<file path="src/sv/kks_pkg.sv">
// ---------------------------------------------------------------------------
// kks_pkg
// Shared constants and helpers for the identifier-keyed key store.
// ---------------------------------------------------------------------------
package kks_pkg;

	// table geometry
	localparam int ENTRY_COUNT_DEF = 16;
	localparam int ID_W = 16;
	localparam int KEY_W = 64;
	localparam int CMD_W = 2;
	localparam int STAT_W = 2;

	// command codes
	localparam logic [CMD_W-1:0] CMD_QUERY = 2'd0;
	localparam logic [CMD_W-1:0] CMD_SAVE = 2'd1;
	localparam logic [CMD_W-1:0] CMD_CLEAR = 2'd2;
	localparam logic [CMD_W-1:0] CMD_NONE = 2'd3;

	// status codes
	localparam logic [STAT_W-1:0] ST_OK = 2'd0;
	localparam logic [STAT_W-1:0] ST_NOT_FOUND = 2'd1;
	localparam logic [STAT_W-1:0] ST_FULL = 2'd2;
	localparam logic [STAT_W-1:0] ST_INVALID = 2'd3;

	// address width for a memory of the given depth, at least one bit
	function automatic int idx_w(input int depth);
		return (depth > 1) ? $clog2(depth) : 1;
	endfunction

endpackage

</file>
<file path="src/sv/id_keyed_key_store.sv">
// ---------------------------------------------------------------------------
// id_keyed_key_store
// Table of identifier / 128-bit key pairs with query, save and clear.
// ---------------------------------------------------------------------------
// Usage:
//   A command beat is taken when start is high and busy is low. Each command
//   gives exactly one result beat: done is high for one cycle with status,
//   key_high_out and key_low_out; the receiver cannot stall, so the result
//   must be taken in that cycle.
//   Clear, the unused command and the reserved identifier 0 finish at once:
//   done follows in the cycle after the beat and busy stays low.
//   Query and save scan the identifier memory one entry a cycle, so busy
//   stays high through the scan, the commit step and, for a query that
//   hits, a read of the key memory; done is high in the same cycle that
//   busy goes low. The scan through the single read port of the identifier
//   memory sets how long busy stays high.
//   Occupancy lives in one valid bit per entry, so clear and reset empty
//   the table at once; the memories themselves are not reset.
// ---------------------------------------------------------------------------
module id_keyed_key_store import kks_pkg::*; #(
	parameter int ENTRY_COUNT = ENTRY_COUNT_DEF
) (
	input  logic              clk,
	input  logic              arst_n,
	input  logic              start,
	output logic              busy,
	input  logic [CMD_W-1:0]  command,
	input  logic [ID_W-1:0]   door_id,
	input  logic [KEY_W-1:0]  key_high_in,
	input  logic [KEY_W-1:0]  key_low_in,
	output logic              done,
	output logic [STAT_W-1:0] status,
	output logic [KEY_W-1:0]  key_high_out,
	output logic [KEY_W-1:0]  key_low_out
);

	localparam int IW = idx_w(ENTRY_COUNT);
	localparam logic [IW-1:0] LAST_IDX = IW'(ENTRY_COUNT - 1);

	// state codes
	localparam logic [1:0] S_IDLE = 2'd0;
	localparam logic [1:0] S_SCAN = 2'd1;
	localparam logic [1:0] S_ACT = 2'd2;
	localparam logic [1:0] S_KEY = 2'd3;

	logic [1:0]             state_q;
	logic [ENTRY_COUNT-1:0] valid_q;

	// latched command beat
	logic [CMD_W-1:0]   cmd_q;
	logic [ID_W-1:0]    id_q;
	logic [2*KEY_W-1:0] key_q;

	// scan control
	logic [IW-1:0] scan_addr_q;
	logic          issue_done_q;
	logic          rd_vld_s1;
	logic          rd_last_s1;
	logic [IW-1:0] rd_idx_s1;
	logic          hit_q;
	logic [IW-1:0] hit_idx_q;
	logic          emp_q;
	logic [IW-1:0] emp_idx_q;

	// result registers
	logic               done_q;
	logic [STAT_W-1:0]  status_q;
	logic [KEY_W-1:0]   key_high_q;
	logic [KEY_W-1:0]   key_low_q;

	// memory ports
	logic               id_re;
	logic               id_we;
	logic [IW-1:0]      tgt_idx;
	logic [ID_W-1:0]    id_rdata;
	logic               key_re;
	logic [2*KEY_W-1:0] key_rdata;

	logic accept;
	logic slot_match;
	logic slot_empty;
	logic save_ok;

	assign accept = start && (state_q == S_IDLE);

	// scan compares: an entry without its valid bit reads as empty
	assign slot_match = valid_q[rd_idx_s1] && (id_rdata == id_q);
	assign slot_empty = !valid_q[rd_idx_s1];

	// commit decisions
	assign tgt_idx = hit_q ? hit_idx_q : emp_idx_q;
	assign save_ok = hit_q || emp_q;
	assign id_re = (state_q == S_SCAN) && !issue_done_q;
	assign id_we = (state_q == S_ACT) && (cmd_q == CMD_SAVE) && save_ok;
	assign key_re = (state_q == S_ACT) && (cmd_q == CMD_QUERY) && hit_q;

	kks_ram #(
		.WIDTH (ID_W),
		.DEPTH (ENTRY_COUNT)
	) u_id_ram (
		.clk   (clk),
		.we    (id_we),
		.waddr (tgt_idx),
		.wdata (id_q),
		.re    (id_re),
		.raddr (scan_addr_q),
		.rdata (id_rdata)
	);

	kks_ram #(
		.WIDTH (2*KEY_W),
		.DEPTH (ENTRY_COUNT)
	) u_key_ram (
		.clk   (clk),
		.we    (id_we),
		.waddr (tgt_idx),
		.wdata (key_q),
		.re    (key_re),
		.raddr (hit_idx_q),
		.rdata (key_rdata)
	);

	// control state
	always_ff @(posedge clk or negedge arst_n) begin
		if (!arst_n) begin
			state_q      <= S_IDLE;
			valid_q      <= '0;
			issue_done_q <= 1'b0;
			rd_vld_s1    <= 1'b0;
			hit_q        <= 1'b0;
			emp_q        <= 1'b0;
			done_q       <= 1'b0;
		end else begin
			done_q    <= 1'b0;
			rd_vld_s1 <= id_re;
			unique case (state_q)
				S_IDLE: begin
					if (accept) begin
						hit_q        <= 1'b0;
						emp_q        <= 1'b0;
						issue_done_q <= 1'b0;
						if (command == CMD_CLEAR) begin
							valid_q <= '0;
						end
						if ((command == CMD_QUERY || command == CMD_SAVE) &&
						    door_id != '0) begin
							state_q <= S_SCAN;
						end else begin
							done_q <= 1'b1;
						end
					end
				end
				S_SCAN: begin
					if (id_re && scan_addr_q == LAST_IDX) begin
						issue_done_q <= 1'b1;
					end
					if (rd_vld_s1) begin
						if (!hit_q && slot_match) begin
							hit_q <= 1'b1;
						end
						if (!emp_q && slot_empty) begin
							emp_q <= 1'b1;
						end
						if (rd_last_s1) begin
							state_q <= S_ACT;
						end
					end
				end
				S_ACT: begin
					if (key_re) begin
						state_q <= S_KEY;
					end else begin
						if (id_we) begin
							valid_q[tgt_idx] <= 1'b1;
						end
						done_q  <= 1'b1;
						state_q <= S_IDLE;
					end
				end
				S_KEY: begin
					done_q  <= 1'b1;
					state_q <= S_IDLE;
				end
				default: begin
					state_q <= S_IDLE;
				end
			endcase
		end
	end

	// command beat, scan indexes and read pipeline
	always_ff @(posedge clk) begin
		if (accept) begin
			cmd_q       <= command;
			id_q        <= door_id;
			key_q       <= {key_high_in, key_low_in};
			scan_addr_q <= '0;
		end else if (id_re) begin
			scan_addr_q <= scan_addr_q + IW'(1);
		end
		rd_idx_s1  <= scan_addr_q;
		rd_last_s1 <= (scan_addr_q == LAST_IDX);
		if (state_q == S_SCAN && rd_vld_s1) begin
			if (!hit_q && slot_match) begin
				hit_idx_q <= rd_idx_s1;
			end
			if (!emp_q && slot_empty) begin
				emp_idx_q <= rd_idx_s1;
			end
		end
	end

	// result beat
	always_ff @(posedge clk) begin
		if (accept) begin
			status_q   <= ((command == CMD_QUERY || command == CMD_SAVE) && door_id == '0)
				? ST_INVALID : ST_OK;
			key_high_q <= '0;
			key_low_q  <= '0;
		end else if (state_q == S_ACT) begin
			if (cmd_q == CMD_QUERY) begin
				status_q <= hit_q ? ST_OK : ST_NOT_FOUND;
			end else begin
				status_q <= save_ok ? ST_OK : ST_FULL;
			end
		end else if (state_q == S_KEY) begin
			key_high_q <= key_rdata[2*KEY_W-1:KEY_W];
			key_low_q  <= key_rdata[KEY_W-1:0];
		end
	end

	assign busy = (state_q != S_IDLE);
	assign done = done_q;
	assign status = status_q;
	assign key_high_out = key_high_q;
	assign key_low_out = key_low_q;

	// an accepted beat either finishes next cycle or starts a scan
	a_accept_progress: assert property (@(posedge clk) disable iff (!arst_n)
		accept |=> (done || busy))
		else $error("accepted beat neither finished nor started a scan");

	// commit only follows the last scan read
	a_act_after_scan: assert property (@(posedge clk) disable iff (!arst_n)
		(state_q == S_ACT) |-> $past(rd_vld_s1 && rd_last_s1))
		else $error("commit without a finished scan");

	// only a successful result carries key bits
	a_key_only_ok: assert property (@(posedge clk) disable iff (!arst_n)
		done |-> (status == ST_OK) || (key_high_out == '0 && key_low_out == '0))
		else $error("key bits on a failed result");

	// clear empties every slot
	a_clear_empties: assert property (@(posedge clk) disable iff (!arst_n)
		(accept && command == CMD_CLEAR) |=> (valid_q == '0))
		else $error("valid bits left after clear");

endmodule

</file>
<file path="src/sv/kks_ram.sv">
// ---------------------------------------------------------------------------
// kks_ram
// Generic simple dual-port RAM: one write port, one read port with
// registered read data.
// ---------------------------------------------------------------------------
module kks_ram import kks_pkg::*; #(
	parameter int WIDTH = 16,
	parameter int DEPTH = ENTRY_COUNT_DEF
) (
	input  logic                      clk,
	input  logic                      we,
	input  logic [idx_w(DEPTH)-1:0]   waddr,
	input  logic [WIDTH-1:0]          wdata,
	input  logic                      re,
	input  logic [idx_w(DEPTH)-1:0]   raddr,
	output logic [WIDTH-1:0]          rdata
);

	logic [WIDTH-1:0] mem [DEPTH];
	logic [WIDTH-1:0] rdata_q;

	// write port
	always_ff @(posedge clk) begin
		if (we) begin
			mem[waddr] <= wdata;
		end
	end

	// registered read port
	always_ff @(posedge clk) begin
		if (re) begin
			rdata_q <= mem[raddr];
		end
	end

	assign rdata = rdata_q;

endmodule

</file>
<file path="config.mk">
export PLATFORM = sky130hd
export DESIGN_NAME = id_keyed_key_store
export DESIGN_NICKNAME = d
export VERILOG_FILES = /design/src/sv/kks_pkg.sv /design/src/sv/id_keyed_key_store.sv /design/src/sv/kks_ram.sv
export SDC_FILE = /design/constraint.sdc
export NUM_CORES = 2
export LEC_CHECK = 0
export BUFFER_PORTS_ARGS = -buffer_cell sky130_fd_sc_hd__buf_2
export CAP_MARGIN = 10
export CORE_ASPECT_RATIO = 1.4
export CORE_MARGIN = 5
export CORE_UTILIZATION = 55
export DETAILED_ROUTE_END_ITERATION = 10
export HOLD_SLACK_MARGIN = 0.15
export PLACE_DENSITY = 0.78
export SYNTH_ARGS = -nofsm -noshare
export SYNTH_HDL_FRONTEND = slang
export SYNTH_SLANG_ARGS = --single-unit
</file>
<file path="constraint.sdc">
create_clock -name clk -period 15.8 [get_ports clk]
set_input_delay 3.16 -clock clk [delete_from_list [all_inputs] [get_ports clk]]
set_output_delay 3.16 -clock clk [all_outputs]
set_load 0.01 [all_outputs]
</file>
* Word level (Yosys, flattened, before mapping)
Memory sizes are Yosys's and may differ from the RTL's. A register that Yosys moved wholly into a read port is not among the register bits.
Cells that the tools add are included.
** Cells by class
- Bitwise operators :: 2
- Order comparisons :: 3
- Add/sub/neg operators :: 1
- Reductions and logical operators :: 37
- Eq/ne operators :: 18
- Mux-type cells :: 37
** Operators with widths (number)
- $mux 16 :: 4
- $pmux 16 s2 :: 1
- $mux 2 :: 10
- $eq 16x16->1 :: 1
- $logic_not 16->1 :: 1
- $or 16x16->16 :: 1
- $reduce_bool 16->1 :: 1
- $logic_and 1x1->1 :: 14
- $mux 1 :: 14
- $reduce_and 4->1 :: 3
- $lt 4x5->1 const B :: 2
- $ne 2x1->1 const B :: 5
- $ne 2x2->1 const B :: 5
- $pmux 2 s4 :: 1
- $reduce_bool 2->1 :: 4
- $eq 2x1->1 const B :: 3
- $eq 2x2->1 const B :: 3
- $logic_not 2->1 :: 3
- $pmux 1 s2 :: 3
- $reduce_and 2->1 :: 3
- $reduce_and 5->1 :: 1
- $add 4x1->4 const B :: 1
- $bmux 1 s4 :: 1
- $demux 1 s4 :: 1
- other kinds (8) :: 12
** Storage, ports and cells
- RAM bits :: 2304
- Register bits :: 316
- Logic and storage cells :: 118
- Output and inout bits :: 132
- Memories kept :: 2
- Input port bits :: 149
** Memories
- u_key_ram.mem :: words 16, width 128, rd ports 1, clocked after Yosys merged registers in 1, wr ports 1, RTL line kks_ram.sv:19 : logic [WIDTH-1:0] mem [DEPTH];
- u_id_ram.mem :: words 16, width 16, rd ports 1, clocked after Yosys merged registers in 1, wr ports 1, RTL line kks_ram.sv:19

* Depth between registers and ports, before layout
- Word-level depth :: 9
- Mapped depth :: 8
- Depth with buffers taken out :: 4

* Hierarchy
Synthesis repeated with hierarchy kept, for this count alone.
** Second synthesis, totals
- Cells, all modules :: 4411
- Area total of the unflattened synthesis :: 101242.1 um^2
** By module, submodules not included
- kks_ram at u_key_ram :: sequential area each 65342.7 um^2, cells an instance 3357, times used 1, area each 80731.2 um^2
- id_keyed_key_store :: sequential area each 8002.7 um^2, cells an instance 622, times used 1, area each 10308.6 um^2
- kks_ram at u_id_ram :: sequential area each 8167.8 um^2, cells an instance 432, times used 1, area each 10202.3 um^2

* Least setup slack after synthesis
Ideal clock, no wire load.
- Path kind :: register -> register
- Start point :: register hit_idx_q[0]
- End point :: memory u_id_ram.mem[8][0], in the netlist u_id_ram.mem[1][0] (enable)
- Setup time :: 0.650 ns
- Clock period less this slack :: 8.115 ns
- Required time :: 15.150 ns
- Data arrival time :: 7.465 ns
- Stages on the path, launching flop included :: 8
- Buffers on the path :: 4
- Path slack :: 7.685 ns
- Path through :: edfxtp_1 -> clkbuf_1 -> buf_2 -> buf_2 -> buf_4 -> nand2_1 -> o22a_1 -> nor2_1
** Between the ends
- Cells in the longest elaborated chain, start to end :: 1
** RTL lines
- start, declared :: RTL line id_keyed_key_store.sv:61 : logic [IW-1:0] hit_idx_q;
- start signal, assigned :: RTL line id_keyed_key_store.sv:205 : hit_idx_q <= rd_idx_s1;
- $mux 4 :: RTL line id_keyed_key_store.sv:91 : assign tgt_idx = hit_q ? hit_idx_q : emp_idx_q;
- end, declared :: RTL line kks_ram.sv:19
No other way between the ends.

* Final worst setup path
- Start point :: register hit_idx_q[1]
- End point :: memory u_id_ram.mem[56][5], in the netlist u_id_ram.mem[7][5] (enable)
The elaborated chain is that of the path after synthesis.

==> key figures <==
Cells and area
  – Final instance area: 113500 sq um
  – NumNets Final: 4815
  – Most frequent cells in the layout: 2604 x edfxtp_1, 711 x mux4_2, 280 x buf_2
  – Commonest non-fill, non-tap cell in the layout: edfxtp_1
  – Area growth, synth to finish: 11.81%
  – Layout cells sized above 1: 29.66%
  – FILL cells: 11660

Synth
  – FFs w/ async S/R, synth: 0.8321%
  – Syn Area/Cell: 23.66 sq um
  – Compound-gate portion of the synthesized area: 1.150%
  – Yosys synthesis warning count: 0
  – Adder-Cell Fraction of Synth Area: 0.01233%
  – Sequential share of the synthesized area: 80.31%
  – Syn Inst Count: 4290
  – Post-synthesis mux area share: 15.94%
  – Netlist cell types: 46
  – EDFF count, synth: 2604
  – Synth Flop Type: edfxtp_1
  – Post-Syn Nets: 4440
  – Netlist Area Pre-Place: 101500 sq um
  – Largest family of logic cells by synthesized area: multiplexers
  – Post-Synth XOR/XNOR Area: 0.1640%
  – Post-synthesis simple-gate area fraction: 1.444%
  – Synthesis-stage register bit count: 2764

Critical path
  – Crit path top cell by count: buf_4
  – Crit end category: register
  – Critical Path Start Type: register
  – CP arrival: 5.78 ns
  – Kind of critical path: reg2reg
  – Worst reg2reg startpoint: hit_idx_q[1]$_DFFE_PP_
  – Worst stage delay on the critical path: 0.84 ns
  – CP Cell Sequence: buf_4 > buf_4 > a32oi_1 > nor2_4 > buf_4 > buf_4
  – Worst Setup SP: hit_idx_q[1]$_DFFE_PP_
  – Cell at the slowest stage of the critical path: buf_4
  – Critical Path RT: 16.28 ns
  – WP buf/inv: 4
  – Worst Path Max Fanout: 62
  – Largest delay share family, worst path: buffers and inverters

Job
  – Max-cap violations: 0

Place
  – Placer congestion estimate: 0.7446
  – DP HPWL: 113.3 mm
  – Place WS: 10.41 ns
  – Number of port buffers: 280
  – Post-DP Area: 105900 sq um

Clocking
  – Clock latency on the worst-skew pair: 0.88 ns
  – Number of H-tree levels: 4
  – Worst-path clk slew: 0.06 ns
  – Setup Buffers After CTS: 0
  – Hold-fix buffer count after cts: 0
  – Sink Count: 2764
  – CTS Buf Count: 232
  – TritonCTS clock tree: yes
  – CTS max path bufs: 3
  – Root buffer cell: clkbuf_16
  – Cts repair resizes: 0

Power
  – Combinational share of power: 6.2%
  – Leakage power total: 0.03573 uW
  – Flop pwr share: 57.0%
  – PwrDens: 136.8 nW/um^2
  – Clock Power Share: 36.8%
  – Switching Fraction: 22.90%
  – Max VDD drop: 0.0001399 V
  – Internal power: 11970 uW
  – Net Switching: 3555 uW

STA
  – Setup Skew: 0.03479 ns
  – FMAX: 188.8 MHz
  – Worst slew pin tran: 1.160 ns
  – Setup TNS Final: 0 ns
  – Setup WS post-layout: 10.50 ns
  – Tmin final: 5.296 ns
  – Fin crit share: 33.52%
  – Hold slack: 0.4231 ns
  – Slew HR: 22.67%
  – Final setup viols: 0
  – Final hold viol count: 0
  – Slew Viols, Final: 0
  – RSZ-0062 raised after global routing: no

Hold path
  – Hold Path Class: reg2reg
  – Min-delay src: scan_addr_q[1]$_SDFFE_PP0N_

Routing
  – Top layer in use: met5
  – Met2 wire len: 123.5 mm
  – Pre-Repair DR Iteration Count: 5
  – DR iter-0 viols: 6433
  – Number of remaining DRC errors: 0
  – Remaining antenna violation count: 0
  – Metal3 WL: 27.82 mm
  – Vias per std cell: 6.551
  – Vias: 48010
  – WL per Instance: 33.67 um
  – Wl on met1: 87.28 mm
  – WL final: 246.8 mm

GRT
  – Global-route wire length before repair: 356.2 mm
  – Initial antenna violation count: 27
  – Vias in the first global route: 49410
  – Tot GR Track Use: 25.59%
  – Largest net degree at the start of global routing: 158
  – Grt ovf: 0

Floorplanning
  – Die Ht: 518.3 um
  – FP Rows: 186
  – Starting Density: 55.28%
  – Core area: 183600 sq um
  – I/O Pins: 281
  – Die W: 373.1 um
  – Die area: 193400 sq um

Status
  – Status: complete, no violations
## cell usage after synthesis (4+ instances only)
cell type	instances	area, sq um
mux4_2	711	16010
nand2_1	268	1006
nand2b_1	5	31.28
o32ai_1	5	43.79
clkbuf_1	125	469.2
mux2i_1	15	150.1
xnor2_1	4	35.03
xor2_1	15	131.4
buf_2	62	310.3
nor2b_1	18	112.6
dfrtp_1	23	575.6
o21ai_0	131	655.6
dfxtp_1	137	2743
buf_6	10	112.6
a211oi_1	13	97.59
nor4_1	8	50.05
buf_1	17	63.81
inv_1	5	18.77
nor2_1	44	165.2
a21oi_1	15	75.07
a41oi_1	17	148.9
edfxtp_1	2604	78200
## registers in the layout (all words and copies together) (netlist names), 16 cells and up
name,cells
id_q,16
key_high_out,64
key_low_out,64
key_q,128
u_id_ram.mem,256
u_id_ram.rdata,16
u_key_ram.mem,2048
u_key_ram.rdata,128
valid_q,16
## path summary, 6_finish.rpt
check                      cells after the start  slack [ns]                      endpoint
max                                            6       10.50  u_id_ram.mem[7][5]$_DFFE_PP_
min                                            0        0.42          rd_idx_s1[1]$_DFF_P_
max reg2reg                                    6       10.50  u_id_ram.mem[7][5]$_DFFE_PP_
min reg2reg                                    0        0.42          rd_idx_s1[1]$_DFF_P_
max in group asynchronous                      1       13.15        valid_q[6]$_DFFE_PN0P_
min in group asynchronous                      1        2.27        valid_q[8]$_DFFE_PN0P_
## power groups by stage
| stage | clock network, uW | registers [uW] | logic (uW) |
|---|---|---|---|
| 5_1_grt | 6130 | 8910 | 1040 |
| 4_1_cts | 5790 | 8860 | 976 |
| 3_3_place_gp | 0 | 8980 | 942 |
| 3_5_place_dp | 0 | 9010 | 960 |
| 2_1_floorplan | 0 | 8930 | 519 |
| 6_report | 5710 | 8850 | 956 |
## worst reg2reg max path, cell delays in order, from the launching register on
cell and delay (ns):
edfxtp_1 0.34, buf_4 0.66, buf_4 0.89, a32oi_1 0.56, nor2_4 0.79, buf_4 0.76, buf_4 0.86
## logic make-up (layout without fill, tap and decap cells)
family                     count (synthesis)  after routing
DFF                                     2764           2764
muxes                                    727            727
and+or+nand+nor                          358            358
adders and majority gates                  1              1
AOI/OAI and AO/OA                        198            198
xor gates and xnor gates                  19             19
buffers and inverters                    223            808
other                                      0              9
## per-layer routing
| metal | up-vias | track usage [%] |
|---|---|---|
| met5 | - | 0 |
| li1 | 18800 | - |
| met2 | 3378 | 41.69 |
| met3 | 493 | 7.208 |
| met1 | 25320 | 34.18 |
| met4 | 14 | 7.991 |
## stage by stage
stage                     util [%]  cells  total power, uW
after global routing         61.80   7320            16080
after floorplan                  -   4290             9445
after global placement       57.66   6874             9922
after detailed placement     57.66   6874             9967
final                        61.81   7328            15520
after CTS                    61.79   7318            15630
## cell type report
| type | count | area (sq um) | share of cell area, % |
|---|---|---|---|
| clock buffers | 315 | 6339 | 5.585 |
| repair buffers | 358 | 2137 | 1.883 |
| inverters | 6 | 42.54 | 0.03748 |
| flip-flops and latches | 2764 | 81520 | 71.83 |
| diodes | 9 | 22.52 | 0.01984 |
| clock inverters | 129 | 1254 | 1.105 |
| multi-input cells | 1303 | 19120 | 16.85 |
| well taps | 2444 | 3058 | 2.694 |
Note: power is estimated with default switching activity, not from simulation.
